`config.mk`:
```
export PLATFORM = sky130hd
export DESIGN_NAME = fasta_stream_validator_core
export DESIGN_NICKNAME = d
export VERILOG_FILES = /design/src/rtl/fsv_pkg.sv /design/src/rtl/fsv_in_stage.sv /design/src/rtl/fsv_step.sv /design/src/rtl/fasta_stream_validator_core.sv
export SDC_FILE = /design/constraint.sdc
export NUM_CORES = 1
export LEC_CHECK = 0
export ABC_AREA = 1
export BUFFER_PORTS_ARGS = -buffer_cell sky130_fd_sc_hd__buf_2
export CAP_MARGIN = 25
export CORE_MARGIN = 3
export CORE_UTILIZATION = 60
export DETAILED_ROUTE_END_ITERATION = 8
export MAX_ROUTING_LAYER = met4
export PLACE_DENSITY = 0.84
export SYNTH_ARGS = -nofsm -noshare
export SYNTH_HDL_FRONTEND = slang
export SYNTH_SLANG_ARGS = --single-unit
```
`constraint.sdc`:
```
create_clock -name clk_i -period 10.6 [get_ports clk_i]
set_clock_uncertainty 0.05 [all_clocks]
set_input_delay 0.53 -clock clk_i [delete_from_list [all_inputs] [get_ports clk_i]]
set_output_delay 0.53 -clock clk_i [all_outputs]
set_load 0.05 [all_outputs]
```
`src/rtl/fsv_pkg.sv`:
```
// Package of the FASTA stream validator: item and state types, status codes
// and the byte codes that the line parser looks for. No dependencies.
package fsv_pkg;

  typedef enum logic [2:0] {
    StRunning    = 3'd0,
    StDoneOk     = 3'd1,
    StNul        = 3'd2,
    StEmptySeq   = 3'd3,
    StEmptyHdr   = 3'd4,
    StDataFirst  = 3'd5,
    StNoSeqs     = 3'd6,
    StLastEmpty  = 3'd7
  } fsv_status_e;

  localparam logic [7:0] ByteHeader = 8'h3E;
  localparam logic [7:0] ByteLf     = 8'h0A;
  localparam logic [7:0] ByteCr     = 8'h0D;
  localparam logic [7:0] ByteNul    = 8'h00;
  localparam logic [7:0] ByteSpace  = 8'h20;
  localparam logic [7:0] ByteTab    = 8'h09;
  localparam logic [7:0] ByteVtab   = 8'h0B;
  localparam logic [7:0] ByteFf     = 8'h0C;

  localparam int unsigned OutCountBits = 32;
  localparam int unsigned TdataBits    = 112;

  typedef struct packed {
    logic [7:0] data_byte;
    logic       has_byte;
    logic       end_of_file;
  } fsv_item_t;

  typedef struct packed {
    logic at_line_start;
    logic line_is_header;
    logic line_cut;
    logic line_has_text;
    logic line_has_nul;
    logic in_record;
    logic record_has_data;
  } fsv_flags_t;

  localparam fsv_flags_t FlagsReset = '{
    at_line_start:   1'b1,
    line_is_header:  1'b0,
    line_cut:        1'b0,
    line_has_text:   1'b0,
    line_has_nul:    1'b0,
    in_record:       1'b0,
    record_has_data: 1'b0
  };

endpackage

```
`src/rtl/fsv_in_stage.sv`:
```
// Input register of the FASTA stream validator with its stream handshake.
// Depends on fsv_pkg for the item type.
module fsv_in_stage (
  input  logic              clk_i,
  input  logic              rst_ni,
  input  logic              in_valid_i,
  output logic              in_ready_o,
  input  fsv_pkg::fsv_item_t in_item_i,
  output logic              item_valid_o,
  output fsv_pkg::fsv_item_t item_o,
  input  logic              item_take_i
);

  logic               valid_q;
  logic               valid_d;
  fsv_pkg::fsv_item_t item_q;

  assign in_ready_o = !valid_q || item_take_i;
  assign valid_d    = in_ready_o ? in_valid_i : valid_q;

  always_ff @(posedge clk_i or negedge rst_ni) begin
    if (!rst_ni) begin
      valid_q <= 1'b0;
    end else begin
      valid_q <= valid_d;
    end
  end

  always_ff @(posedge clk_i) begin
    if (in_ready_o && in_valid_i) begin
      item_q <= in_item_i;
    end
  end

  assign item_valid_o = valid_q;
  assign item_o       = item_q;

endmodule

```
`src/rtl/fsv_step.sv`:
```
// Per-item line parser of the FASTA stream validator: next state, counters,
// status and the result fields for one item. Depends on fsv_pkg.
module fsv_step #(
  parameter int unsigned COUNT_BITS = 32
) (
  input  fsv_pkg::fsv_item_t   item_i,
  input  logic                 skip_empty_headers_i,
  input  fsv_pkg::fsv_flags_t  flags_i,
  input  fsv_pkg::fsv_status_e status_i,
  input  logic [COUNT_BITS-1:0] line_cnt_i,
  input  logic [COUNT_BITS-1:0] rec_cnt_i,
  input  logic [COUNT_BITS-1:0] res_cnt_i,
  output fsv_pkg::fsv_flags_t  flags_o,
  output fsv_pkg::fsv_status_e status_o,
  output logic [COUNT_BITS-1:0] line_cnt_o,
  output logic [COUNT_BITS-1:0] rec_cnt_o,
  output logic [COUNT_BITS-1:0] res_cnt_o,
  output logic                 residue_valid_o,
  output logic [7:0]           residue_o,
  output logic                 record_start_o
);

  logic [COUNT_BITS-1:0] line_inc;
  logic [COUNT_BITS-1:0] rec_inc;
  logic [COUNT_BITS-1:0] res_inc;

  assign line_inc = (&line_cnt_i) ? line_cnt_i : line_cnt_i + 1'b1;
  assign rec_inc  = (&rec_cnt_i)  ? rec_cnt_i  : rec_cnt_i + 1'b1;
  assign res_inc  = (&res_cnt_i)  ? res_cnt_i  : res_cnt_i + 1'b1;

  always_comb begin
    fsv_pkg::fsv_flags_t  f;
    fsv_pkg::fsv_status_e st;
    logic                 first;
    logic                 blank;
    logic                 run;
    logic                 finish;
    logic [7:0]           b;

    f     = flags_i;
    st    = status_i;
    b     = item_i.data_byte;
    run   = (status_i == fsv_pkg::StRunning);
    first = f.at_line_start;
    blank = b inside {fsv_pkg::ByteSpace, fsv_pkg::ByteTab, fsv_pkg::ByteVtab,
                      fsv_pkg::ByteFf};
    line_cnt_o      = line_cnt_i;
    rec_cnt_o       = rec_cnt_i;
    res_cnt_o       = res_cnt_i;
    residue_valid_o = 1'b0;
    residue_o       = '0;
    record_start_o  = 1'b0;

    if (run && item_i.has_byte) begin
      if (first) begin
        f.at_line_start  = 1'b0;
        line_cnt_o       = line_inc;
        f.line_is_header = (b == fsv_pkg::ByteHeader);
        f.line_cut       = 1'b0;
        f.line_has_text  = 1'b0;
        f.line_has_nul   = 1'b0;
        if (f.line_is_header) begin
          record_start_o = 1'b1;
          res_cnt_o      = '0;
        end
      end
      if (b != fsv_pkg::ByteLf) begin
        if (b == fsv_pkg::ByteNul) begin
          f.line_has_nul = 1'b1;
        end
        if (!f.line_cut) begin
          if (b == fsv_pkg::ByteCr) begin
            f.line_cut = 1'b1;
          end else if (!blank && !(first && f.line_is_header)) begin
            f.line_has_text = 1'b1;
            if (!f.line_is_header && f.in_record) begin
              residue_valid_o = 1'b1;
              residue_o       = b;
              res_cnt_o       = res_inc;
            end
          end
        end
      end
    end

    // A newline closes the line; so does the end of the file on an open line.
    finish = run && ((item_i.has_byte && (b == fsv_pkg::ByteLf)) ||
                     (item_i.end_of_file && !f.at_line_start));
    if (finish) begin
      f.at_line_start = 1'b1;
      if (f.line_has_nul) begin
        st = fsv_pkg::StNul;
      end else if (f.line_is_header) begin
        if (f.in_record && !f.record_has_data) begin
          st = fsv_pkg::StEmptySeq;
        end else if (!f.line_has_text && !skip_empty_headers_i) begin
          st = fsv_pkg::StEmptyHdr;
        end else begin
          rec_cnt_o         = rec_inc;
          f.in_record       = 1'b1;
          f.record_has_data = 1'b0;
        end
      end else if (f.line_has_text) begin
        if (f.in_record) begin
          f.record_has_data = 1'b1;
        end else begin
          st = fsv_pkg::StDataFirst;
        end
      end
    end

    if (run && item_i.end_of_file && (st == fsv_pkg::StRunning)) begin
      if (!f.in_record) begin
        st = fsv_pkg::StNoSeqs;
      end else if (!f.record_has_data) begin
        st = fsv_pkg::StLastEmpty;
      end else begin
        st = fsv_pkg::StDoneOk;
      end
    end

    flags_o  = f;
    status_o = st;
  end

endmodule

```
`src/rtl/fasta_stream_validator_core.sv`:
```
// Top level of the FASTA stream validator: input stage, parser state,
// result register and configuration port. Depends on fsv_pkg, fsv_in_stage, fsv_step.
//
// The slave stream carries one file byte per item (tuser is has_byte, tlast
// marks the item that ends the file). Every accepted item gives exactly one
// result item on the master stream, with the residue flag, the record start
// flag, the status and the line, record and residue counters after that item.
// An accepted item sits in the input register, and its result is loaded into
// the result register once that register is free or its item is being taken.
// The parser state is a set of flags and three counters that update from each
// taken item, so one item is taken in every cycle while the result side keeps up.
// When the receiver stalls, the result register holds its item, the input
// register fills, and s_axis_tready_o drops until the result is taken.
// Reset clears the valid bits of both registers, the parser state and the
// skip_empty_headers register. Once a final status is reported, further items
// still each give a result, with the counters and status held, until the next
// reset. skip_empty_headers lies at byte address 0 of the APB port; the user
// must write it only while no item is in flight: the block does not enforce it.
module fasta_stream_validator_core #(
  parameter int unsigned COUNT_BITS = 32
) (
  input  logic         clk_i,
  input  logic         rst_ni,
  input  logic         s_axis_tvalid_i,
  output logic         s_axis_tready_o,
  input  logic [7:0]   s_axis_tdata_i,   // [7:0] data_byte
  input  logic         s_axis_tuser_i,   // [0] has_byte
  input  logic         s_axis_tlast_i,   // end_of_file
  output logic         m_axis_tvalid_o,
  input  logic         m_axis_tready_i,
  // [7:0] residue, [10:8] status, [42:11] line_count,
  // [74:43] sequence_count, [106:75] residue_count, [111:107] zero
  output logic [fsv_pkg::TdataBits-1:0] m_axis_tdata_o,
  output logic [1:0]   m_axis_tuser_o,   // [0] residue_valid, [1] record_start
  input  logic         psel,
  input  logic         penable,
  input  logic         pwrite,
  input  logic [1:0]   paddr,
  input  logic [31:0]  pwdata,
  output logic [31:0]  prdata,
  output logic         pready
);

  logic                 skip_q;
  logic                 item_valid;
  logic                 take;
  fsv_pkg::fsv_item_t   in_item;
  fsv_pkg::fsv_item_t   item;
  fsv_pkg::fsv_flags_t  flags_q;
  fsv_pkg::fsv_flags_t  flags_d;
  fsv_pkg::fsv_status_e status_q;
  fsv_pkg::fsv_status_e status_d;
  logic [COUNT_BITS-1:0] line_cnt_q;
  logic [COUNT_BITS-1:0] line_cnt_d;
  logic [COUNT_BITS-1:0] rec_cnt_q;
  logic [COUNT_BITS-1:0] rec_cnt_d;
  logic [COUNT_BITS-1:0] res_cnt_q;
  logic [COUNT_BITS-1:0] res_cnt_d;
  logic                 res_valid;
  logic [7:0]           res_byte;
  logic                 rec_start;
  logic [COUNT_BITS+31:0] line_ext;
  logic [COUNT_BITS+31:0] rec_ext;
  logic [COUNT_BITS+31:0] res_ext;
  logic                 out_valid_q;
  logic [fsv_pkg::TdataBits-1:0] out_data_q;
  logic [fsv_pkg::TdataBits-1:0] out_data_d;
  logic [1:0]           out_user_q;

  assign pready = 1'b1;
  assign prdata = {31'b0, skip_q};

  always_ff @(posedge clk_i or negedge rst_ni) begin
    if (!rst_ni) begin
      skip_q <= 1'b0;
    end else if (psel && penable && pwrite && pready && (paddr == 2'd0)) begin
      skip_q <= pwdata[0];
    end
  end

  assign in_item = '{data_byte: s_axis_tdata_i, has_byte: s_axis_tuser_i,
                     end_of_file: s_axis_tlast_i};

  fsv_in_stage u_in_stage (
    .clk_i        (clk_i),
    .rst_ni       (rst_ni),
    .in_valid_i   (s_axis_tvalid_i),
    .in_ready_o   (s_axis_tready_o),
    .in_item_i    (in_item),
    .item_valid_o (item_valid),
    .item_o       (item),
    .item_take_i  (take)
  );

  assign take = item_valid && (!out_valid_q || m_axis_tready_i);

  fsv_step #(
    .COUNT_BITS (COUNT_BITS)
  ) u_step (
    .item_i               (item),
    .skip_empty_headers_i (skip_q),
    .flags_i              (flags_q),
    .status_i             (status_q),
    .line_cnt_i           (line_cnt_q),
    .rec_cnt_i            (rec_cnt_q),
    .res_cnt_i            (res_cnt_q),
    .flags_o              (flags_d),
    .status_o             (status_d),
    .line_cnt_o           (line_cnt_d),
    .rec_cnt_o            (rec_cnt_d),
    .res_cnt_o            (res_cnt_d),
    .residue_valid_o      (res_valid),
    .residue_o            (res_byte),
    .record_start_o       (rec_start)
  );

  always_ff @(posedge clk_i or negedge rst_ni) begin
    if (!rst_ni) begin
      flags_q    <= fsv_pkg::FlagsReset;
      status_q   <= fsv_pkg::StRunning;
      line_cnt_q <= '0;
      rec_cnt_q  <= '0;
      res_cnt_q  <= '0;
    end else if (take) begin
      flags_q    <= flags_d;
      status_q   <= status_d;
      line_cnt_q <= line_cnt_d;
      rec_cnt_q  <= rec_cnt_d;
      res_cnt_q  <= res_cnt_d;
    end
  end

  assign line_ext = {32'b0, line_cnt_d};
  assign rec_ext  = {32'b0, rec_cnt_d};
  assign res_ext  = {32'b0, res_cnt_d};

  assign out_data_d = {5'b0,
                       res_ext[fsv_pkg::OutCountBits-1:0],
                       rec_ext[fsv_pkg::OutCountBits-1:0],
                       line_ext[fsv_pkg::OutCountBits-1:0],
                       status_d,
                       res_byte};

  always_ff @(posedge clk_i or negedge rst_ni) begin
    if (!rst_ni) begin
      out_valid_q <= 1'b0;
    end else if (take) begin
      out_valid_q <= 1'b1;
    end else if (m_axis_tready_i) begin
      out_valid_q <= 1'b0;
    end
  end

  always_ff @(posedge clk_i) begin
    if (take) begin
      out_data_q <= out_data_d;
      out_user_q <= {rec_start, res_valid};
    end
  end

  assign m_axis_tvalid_o = out_valid_q;
  assign m_axis_tdata_o  = out_data_q;
  assign m_axis_tuser_o  = out_user_q;

endmodule

```
==> impl_metrics.tcl, run 1 <==
set metrics [dict create \
    fin_crit_sh_pct 32.4 \
    hp-class "primary input to flop" \
    drtIter0Drc 779 \
    use_met3_pct 4.05 \
    grt_most_used_layer "met2" \
    syn_to_final_growth_pct 13.6 \
    arrival_ps 3650 \
    grt_usage_pct 26.9 \
    start_util_pct 61.5 \
    wl_um 28800 \
    io_buffers 131 \
    synth_cell_type_count 52 \
    cp.required_ps 10810 \
    detail_route.wl_per_cell_um 15.7 \
    p_per_area_nw_per_um2 210 \
    ioPinCount 200 \
    die_area_um2 21900 \
    clock.fmax_ghz 0.291 \
    slew_violations 0 \
    cp-start-kind "flop" \
    period_needed_ps 3430 \
    ys_warn_count 0 \
    stdcell_area_um2 13700 \
    cp_cell_sequence "nor2_2 > nand3_4 > inv_2 > nand2_1 > nand2_2 > nand3_2 > nor2_4 > nand2_4 > nor2_8 > nand4_2 > xor2_1 > inv_1" \
    holdCritStartpoint "s_axis_tdata_i[1]" \
    drv_cap 0 \
    hpwl_um 20000 \
    n_fill_cell 1518 \
    ir_drop_uv 127 \
    seq_area_um2 6300 \
    r2r-start "status_q[2]" \
    grt_use_met2_pct 43.3 \
    numCtsBuffers 24 \
    viasPerCell 5.52 \
    crit_path_end_kind "flop" \
    final_cells 1835 \
    fin_tns_setup_ps 0 \
    syn_area_per_cell_um2 8.47 \
    slowest_delay_ps 790 \
    cts_resized 0 \
    yosys_register_bits 228 \
    synthFlopType "edfxtp_1" \
    tritoncts "yes" \
    cts_hold_buf 1 \
    rsz0062_at_grt "no" \
    synth-edff-count 119 \
    maxSlewHeadroom_pct 30.0 \
    place_ws_ps 7200 \
    crit_type "flop to flop" \
    outcome "finished clean" \
    die_y_um 148 \
    place_congestion 0.929 \
    mostFrequentLayoutCells "364 x nand2_1, 175 x inv_1, 143 x o21ai_0, 130 x buf_2, 119 x edfxtp_1" \
    ys_seq_area_share_pct 52.1 \
    vias 10100 \
    leakagePower_nw 6.16 \
    cp-startpoint "status_q[2]" \
    dpl_cell_area_um2 12900 \
    die_w_um 148 \
    drc 0 \
    multi_input_area_um2 4800 \
    setup_violations 0 \
    grt_remaining_overflow 0 \
    max-clock-path-buffers 3 \
    crit_slowest_cell "inv_2" \
    use_met1_pct 35.5 \
    htreeDepth 1 \
    grt_pass1_vias 9500 \
    post_cts.repair.setup_buffers 0 \
    core_um2 19700 \
    dp.cells 1790 \
    firstDrtPassIters 5 \
    final_hold_viol_count 0 \
    grt_max_degree 111 \
    drive_above_1_share_pct 14.4 \
    fin_ws_ps 7170 \
    antenna_found_initial 0 \
    worstMarginPinSlew_ps 1040 \
    syn_area_um2 12100 \
    postSynthCellCount 1427 \
    cts.clk_slew.worst_paths_ps 60 \
    final_common_cell "nand2_1" \
    clock_latency_ps 520 \
    clock_sinks 228 \
    rows 51 \
    postRouteAntennaNets 0 \
    synth-async-reset-ratio_pct 47.8 \
    root_buffer "clkbuf_16" \
    grt_pass1_wl_um 46800 \
    n_antenna_cell 0 \
    final_net_count 1606 \
    crit_fanout 55 \
    hold_slack_ps 137 \
]
==> where the power goes <==
part           internal, mW  switching, mW
logic                 0.154          0.571
registers              1.14         0.0999
clock network         0.577          0.346
total                  1.87           1.02
==> path summary, 6_finish.rpt <==
| kind | endpoint | slack (ps) | cells after the start |
|---|---|---|---|
| worst max-delay path | m_axis_tdata_o[65] | 7170 | 12 |
| worst min-delay path | u_in_stage.item_o[3] | 140 | 1 |
| worst max register to register | m_axis_tdata_o[65] | 7170 | 12 |
| worst min register to register | flags_q[2] | 440 | 2 |
| max in group asynchronous | rec_cnt_q[19] | 8680 | 3 |
| min in group asynchronous | line_cnt_q[15] | 510 | 2 |
==> stage by stage <==
stage	utilization [%]	power (mW)
after floorplan	-	1.81
after global placement	65.3	1.94
after detailed placement	65.4	1.97
after CTS	69.9	2.90
after global routing	69.9	3.02
final	69.9	2.88
==> flip-flops by register name, indices dropped and copies added (netlist names) <==
name,cells
flags_q,7
line_cnt_q,32
m_axis_tdata_o,107
m_axis_tuser_o,2
m_axis_tvalid_o,1
rec_cnt_q,32
res_cnt_q,32
skip_q,1
status_q,3
u_in_stage.item_o,10
u_in_stage.item_valid_o,1
==> per-layer routing <==
metal	wire (µm)	up-vias
li1	-	4882
met1	12000	4735
met2	13800	433
met3	2040	76
met4	927	0
met5	0	-
==> critical path, delay by kind of cell (launching register included) <==
| family | cells | cell delay (ps) |
|---|---|---|
| buffers and inverters | 2 | 870 |
| XOR/XNOR | 1 | 290 |
| flip-flops | 1 | 420 |
| AND/OR/NAND/NOR | 9 | 1530 |
==> logic make-up (layout without fill, tap and decap cells) <==
family / after synthesis / count (layout) / share of synthesized area [%]
adders and majority gates: 3 / 3 / 0.310
DFF: 228 / 228 / 52.1
other: 2 / 37 / 0.0621
and+or+nand+nor: 676 / 676 / 25.0
buffers and inverters: 258 / 366 / 9.30
xor gates and xnor gates: 54 / 54 / 4.04
AOI/OAI and AO/OA: 206 / 206 / 9.17
==> final cells by class <==
class / instances / share of cell area, %
sequential: 228 / 45.9
clock inverter: 17 / 1.78
multi-input combinational: 976 / 35.0
tap: 265 / 2.41
inverter: 185 / 5.09
clock buffer: 27 / 4.61
timing repair buffer: 137 / 5.28
==> Yosys cell counts, drive strengths merged (2+ instances only) <==
cell	instances	area [µm²]
a211oi	2	15.0
a21oi	16	80.1
a22oi	3	22.5
a31oi	2	12.5
and2	6	37.5
buf	49	339
clkbuf	24	91.3
conb	2	7.51
dfrtp	108	2700
edfxtp	119	3570
ha	3	37.5
inv	184	691
nand2	375	1440
nand3	85	458
nand4	36	238
nor2	119	538
nor3	45	240
nor3b	3	22.5
nor4	4	25.0
o211ai	5	37.5
o21a	2	15.0
o21ai	154	775
o21bai	4	30.0
o221ai	2	17.5
o22ai	13	81.3
o31ai	2	15.0
xnor2	2	25.0
xor2	52	463
Power figures use the tool's default switching activity.
==> run 2: changes to the inputs <==
Settings changed: ABC_AREA 1 to 0, CORE_UTILIZATION 60 to 51, PLACE_DENSITY 0.84 to 0.77.
Clock period 10.6 ns to 2.8 ns, I/O delays scaled along.
==> run 2 against run 1 <==
Core utilization decreased by 6.6 points. Synthesized area is 4.9% lower. Non-clock buffer count rose by 97. First-iteration DRC count is 26% lower. Total power increased to 3.3 times the previous value. Highest routed layer unchanged. Combinational power grew to 2.9 times the previous value. Sequential share of layout area down 0.54 points. Hold slack gained 2.0 ps. Critical path depth down 5. Design area grew 1.2%. Routed wire length down 5.3%.
==> impl_metrics.tcl, run 2 <==
set metrics [dict create \
    outcome "finished clean" \
    dr_wl_met2_um 13300 \
    synth_cell_type_count 73 \
    postRouteAntennaNets 0 \
    hp-class "primary input to asynchronous set/reset pin" \
    crit_type "flop to flop" \
    crit_fanout 5 \
    start_util_pct 52.4 \
    worst_path_most_repeated_cell "mux2_4" \
    final_cells 1587 \
    critPathTopFamily "simple AND/OR/NAND/NOR gates" \
    cp-start-kind "flop" \
    rows 54 \
    final_net_count 1342 \
    syn_to_final_growth_pct 20.9 \
    clock.fmax_ghz 0.372 \
    arrival_ps 3030 \
    postSynthCellCount 1088 \
    leakagePower_nw 5.93 \
    ys_seq_area_share_pct 54.8 \
    slowest_delay_ps 620 \
    final_hold_viol_count 0 \
    syn_area_per_cell_um2 10.6 \
    wl_um 27200 \
    vias 8925 \
    rsz0062_at_grt "yes" \
    ys_warn_count 0 \
    ir_drop_uv 562 \
    fin_crit_sh_pct 95.9 \
    ioPinCount 200 \
    grt_pass1_vias 8673 \
    htreeDepth 1 \
    root_buffer "clkbuf_16" \
    viasPerCell 5.62 \
    synth_top_area_share_pct 31.1 \
    path_buf_inv 0 \
    worstMarginPinSlew_ps 661 \
    cts.clk_slew.worst_paths_ps 60 \
    numCtsBuffers 25 \
    yosys_register_bits 228 \
    final_common_cell "buf_2" \
    firstDrtPassIters 5 \
    top_layer_used "met4" \
    crit_slowest_cell "or4_1" \
    die_y_um 156 \
    mostFrequentLayoutCells "130 x buf_2, 119 x edfxtp_1, 118 x nand2_1, 107 x dfrtp_1, 82 x buf_4" \
    ys_top_cells_by_count "119 x edfxtp_1, 119 x nand2_1, 108 x dfrtp_1" \
    place_congestion 0.975 \
    detail_route.wl_per_cell_um 17.2 \
    io_buffers 131 \
    p_per_area_nw_per_um2 681 \
    clock_sinks 228 \
    n_fill_cell 1738 \
    die_area_um2 24400 \
    antenna_found_initial 0 \
    synthFlopType "edfxtp_1" \
    cp_cell_sequence "nand2_1 > or4_1 > nor4_4 > a31oi_2 > and3_4 > mux2_4 > mux2_4" \
    cp.required_ps 3150 \
    largest_reg_flops 107 \
    slew_violations 0 \
    drv_cap 0 \
    synth-async-reset-ratio_pct 47.8 \
    tritoncts "yes" \
    core_um2 22000 \
    n_antenna_cell 0 \
    grt_remaining_overflow 0 \
    die_w_um 156 \
    synth_top_area_cell "edfxtp_1" \
    maxSlewHeadroom_pct 55.8 \
    syn_area_um2 11500 \
    hold_slack_ps 139 \
    clock_latency_ps 520 \
    grt_usage_pct 22.5 \
    drt-met1-wl_um 11500 \
    grt_max_degree 64 \
    drc 0 \
    hpwl_um 18800 \
    setup_violations 0 \
    grt_pass1_wl_um 43800 \
    met3_length_um 1680 \
    synth-edff-count 119 \
    drive_above_1_share_pct 22.6 \
    ys_top_cells_by_area "edfxtp_1 31%, dfrtp_1 24%, xnor2_1 5.9%, nand2_1 3.9%, xor2_1 3.5%" \
    period_needed_ps 2690 \
    crit_path_end_kind "flop" \
    max-clock-path-buffers 3 \
    dp.cells 1520 \
    drtIter0Drc 579 \
]
[run 2: cell count changes in the layout (fill, tap and decap cells not counted), sizes merged, moves of 26 or more]
cell | before | now
nand2 | 375 | 119
nor2 | 119 | 65
xnor2 | 2 | 78
and3 | 0 | 26
inv | 185 | 20
buf | 136 | 217
o21ai | 154 | 53
[run 2: worst paths after layout]
kind	from	endpoint	slack, ps	cells after the start
setup / recovery	rec_cnt_q[19]	rec_cnt_q[1]	110	7
hold / removal	rst_ni	res_cnt_q[0]	140	3
setup reg to reg	rec_cnt_q[19]	rec_cnt_q[1]	110	7
hold reg to reg	u_in_stage.item_valid_o	m_axis_tvalid_o	440	1
max in group asynchronous	rst_ni	res_cnt_q[17]	1510	3
min in group clk_i	s_axis_tdata_i[4]	u_in_stage.item_o[6]	280	2
[run 2: where the power goes]
| group | switching [mW] | internal, mW | leakage (nW) | total, mW |
|---|---|---|---|---|
| sequential | 0.195 | 3.87 | 2.65 | 4.06 |
| clock | 1.33 | 2.00 | 0.410 | 3.33 |
| combinational | 1.48 | 0.593 | 2.88 | 2.07 |
| total | 3.00 | 6.47 | 5.93 | 9.47 |
[run 2: repair_timing]
item,in CTS,in global routing
endpoints found under the hold margin,121,0
endpoints found under the setup margin,1,64
setup buffers,0,4
pin swaps,1,4
resized for setup,0,18
hold buffers,17,0
[run 2: stage by stage]
| stage | setup WS (ps) | total power [mW] | cell area [µm²] | setup TNS (ps) | utilization, % |
|---|---|---|---|---|---|
| floorplan | 31.0 | 5.54 | 11600 | 0 | - |
| global placement | 93.5 | 6.08 | 12800 | 0 | 58.3 |
| detailed placement | 31.6 | 6.12 | 12800 | 0 | 58.3 |
| CTS | 17.1 | 9.50 | 13800 | 0 | 62.8 |
| global route | -86.4 | 9.86 | 13900 | -228 | 63.3 |
| finish | 114 | 9.47 | 13900 | 0 | 63.3 |
[run 2: kinds of logic after synthesis]
group | share of synthesized area [%]
muxes | 0.631
buffers and inverters | 5.22
AOI/OAI and AO/OA | 9.79
xor gates and xnor gates | 9.45
adders and majority gates | 0.327
and+or+nand+nor | 19.7
DFF | 54.8
other | 0.0653
[run 2: layer usage]
layer,global-route usage (%),vias to the layer above
li1,-,4262
met1,28.9,4286
met2,37.4,318
met3,3.25,59
met4,6.71,0
met5,-,-
[run 2: final cells by class]
class / count / area, µm² / share of cell area [%]
sequential: 228 / 6300 / 45.3
multi-input combinational: 780 / 4810 / 34.6
timing repair buffer: 234 / 1540 / 11.0
clock buffer: 28 / 637 / 4.58
tap: 280 / 350 / 2.52
clock inverter: 18 / 194 / 1.39
inverter: 19 / 76.3 / 0.549
[run 2: worst min-delay path, stage by stage]
cell	delay [ps]
dlygate4sd3_1	520
buf_4	160
buf_12	280
==> run 3: changes to the inputs <==
Settings changed: SYNTH_HIERARCHICAL set to 1.
==> run 3 against run 2 <==
The flow now finishes with violations (negative setup slack). Sequential share of layout area down 1.7 points. Die area down 3.9%. First-iteration DRC count down 2.2%. Routed wire length down 6.6%. Highest routed layer unchanged. Largest power group unchanged. Critical path depth up 4.
==> impl_metrics.tcl, run 3 <==
set metrics [dict create \
    outcome "finished, violations left" \
    violations "negative setup slack" \
    crit_slowest_cell "nor4_4" \
    die_y_um 153 \
    start_util_pct 52.2 \
    cts.clk_slew.worst_paths_ps 70 \
    leakagePower_nw 6.40 \
    final_net_count 1178 \
    cp_cell_sequence "buf_4 > nor4_1 > nand4_1 > o21ai_2 > nand3_4 > nor4_4 > buf_4 > buf_6 > nand4_1 > xnor2_1 > mux2_2" \
    slowest_delay_ps 430 \
    die_area_um2 23400 \
    clock_sinks 228 \
    postSynthCellCount 876 \
    ys_warn_count 6 \
    io_buffers 131 \
    reg2reg_depth 11 \
    switching_share_pct 28.4 \
    grt_remaining_overflow 0 \
    final_common_cell "buf_2" \
    viasPerCell 5.60 \
    fin_crit_sh_pct 111 \
    arrival_ps 3450 \
    rr_endpoint "rec_cnt_q[13]" \
    ys_top_cells_by_area "edfxtp_1 32%, dfrtp_1 24%, mux2_2 8.2%, xnor2_1 4.8%, mux2_4 3.9%" \
    clock_power_share_pct 38.1 \
    synth_top_area_share_pct 32.4 \
    ioPinCount 200 \
    detail_route.wl_per_cell_um 18.0 \
    n_antenna_cell 0 \
    rsz0062_at_grt "yes" \
    core_um2 21200 \
    stdcell_area_um2 14400 \
    fin_ws_ps -305 \
    root_buffer "clkbuf_16" \
    fin_tns_setup_ps -14440 \
    crit_type "flop to flop" \
    ir_drop_uv 373 \
    postRouteAntennaNets 0 \
    synth-edff-count 119 \
    syn_to_final_growth_pct 30.8 \
    numCtsBuffers 24 \
    regToRegSetupSlack_ps -300 \
    final_cells 1417 \
    clock.fmax_ghz 0.322 \
    syn_area_per_cell_um2 12.6 \
    max-clock-path-buffers 3 \
    power_switching_mw 2.53 \
    clock_latency_ps 510 \
    yosys_register_bits 228 \
    syn_area_um2 11000 \
    place_congestion 0.888 \
    p_per_area_nw_per_um2 617 \
    ys_seq_area_share_pct 57.1 \
    comb_power_share_pct 18.2 \
    mostFrequentLayoutCells "131 x buf_2, 119 x edfxtp_1, 107 x dfrtp_1, 86 x buf_4, 67 x mux2_2" \
    cp.required_ps 3150 \
    drv_cap 0 \
    tritoncts "yes" \
    setup_violations 114 \
    drtIter0Drc 566 \
    p_int_mw 6.37 \
    grt_max_degree 107 \
    grt_usage_pct 20.6 \
    synthFlopType "edfxtp_1" \
    cp-endpoint "rec_cnt_q[13]" \
    rows 53 \
    dp.cells 1322 \
    hpwl_um 15600 \
    vias 7935 \
    synth_top_area_cell "edfxtp_1" \
    cp-startpoint "u_in_stage/item_o[9]" \
    dpl_cell_area_um2 12400 \
    crit_fanout 5 \
    largest_reg_flops 107 \
    synth_cell_type_count 71 \
    crit_path_end_kind "flop" \
    period_needed_ps 3100 \
    final_hold_viol_count 0 \
    htreeDepth 1 \
    wl_um 25400 \
    hp-class "primary input to asynchronous set/reset pin" \
    power_frac_seq_pct 43.7 \
    ys_top_cells_by_count "119 x edfxtp_1, 108 x dfrtp_1, 80 x mux2_2" \
    yosysMostFrequentCell "edfxtp_1" \
    slew_violations 0 \
    cp-start-kind "flop" \
    antenna_found_initial 0 \
    firstDrtPassIters 5 \
    fin_util_pct 68.2 \
    worstMarginPinSlew_ps 763 \
    drive_above_1_share_pct 43.0 \
    grt_pass1_wl_um 39000 \
    drc 0 \
    maxSlewHeadroom_pct 49.1 \
    power.total_mw 8.90 \
    die_w_um 153 \
    grt_pass1_vias 7629 \
    synth-async-reset-ratio_pct 47.8 \
    r2r-start "u_in_stage/item_o[9]" \
]
## run 3: power groups by stage
stage	Sequential [mW]	Clock (mW)	Combinational, mW
final	3.89	3.39	1.62
after floorplan	4.45	0	0.606
after detailed placement	3.95	0	1.48
after global placement	3.94	0	1.46
after global routing	3.91	3.61	1.70
after CTS	3.88	3.46	1.58
## run 3: critical path, delay by kind of cell (launching register included)
family	cells	cell delay, ps
mux	1	260
simple gates	5	1330
xor+xnor	1	170
compound gates	1	260
flops	1	390
buf+inv	3	520
## run 3: per-stage QoR
stage	hold WS, ps	setup WS [ps]
finish	65.6	-305
global route	96.1	-414
CTS	73.4	-232
detailed placement	59.3	-306
global placement	49.4	-207
floorplan	-206	-576
## run 3: kinds of logic (layout without fill, tap and decap cells)
| family | after synthesis | in the layout | share of synthesized area (%) |
|---|---|---|---|
| adder cells (fa/ha/maj) | 3 | 3 | 0.340 |
| buffers and inverters | 91 | 322 | 4.81 |
| flip-flops | 228 | 228 | 57.1 |
| other | 2 | 37 | 0.0681 |
| AND/OR/NAND/NOR | 280 | 280 | 14.0 |
| XOR/XNOR | 72 | 72 | 5.71 |
| multiplexers | 114 | 114 | 12.6 |
| AO/OA/AOI/OAI | 86 | 86 | 5.39 |
## run 3: metal layers
| metal | vias to the layer above | track usage (%) | share of wire, % |
|---|---|---|---|
| li1 | 3682 | - | - |
| met1 | 3930 | 26.8 | 42 |
| met2 | 274 | 34.2 | 50 |
| met3 | 49 | 3.09 | 6.1 |
| met4 | 0 | 5.09 | 1.9 |
| met5 | - | - | 0 |
## run 3: repair_timing
action / 4_1_cts / 5_1_grt
pin swaps: 19 / 39
endpoints found under the setup margin: 94 / 144
buffers inserted: 8 / 21
resized for setup: 37 / 116
cloned: 4 / 3
hold buffers: 15 / 0
endpoints found under the hold margin: 40 / 0
## run 3: layout make-up
| class | count | area, µm² |
|---|---|---|
| fill | 1451 | 6720 |
| sequential | 228 | 6300 |
| multi-input combinational | 592 | 4980 |
| timing repair buffer | 257 | 1850 |
| clock buffer | 31 | 721 |
| tap | 275 | 344 |
| clock inverter | 13 | 151 |
| inverter | 21 | 85.1 |
## run 3: worst min path at each step
stage | to | slack (ps) | depth (start not counted)
6_report | line_cnt_q[7] | 70 | 2
5_1_grt | line_cnt_q[16] | 100 | 2
4_1_cts | line_cnt_q[7] | 70 | 2
3_5_place_dp | line_cnt_q[7] | 60 | 1
3_3_place_gp | line_cnt_q[7] | 50 | 1
2_1_floorplan | flags_q[0] | -210 | 0
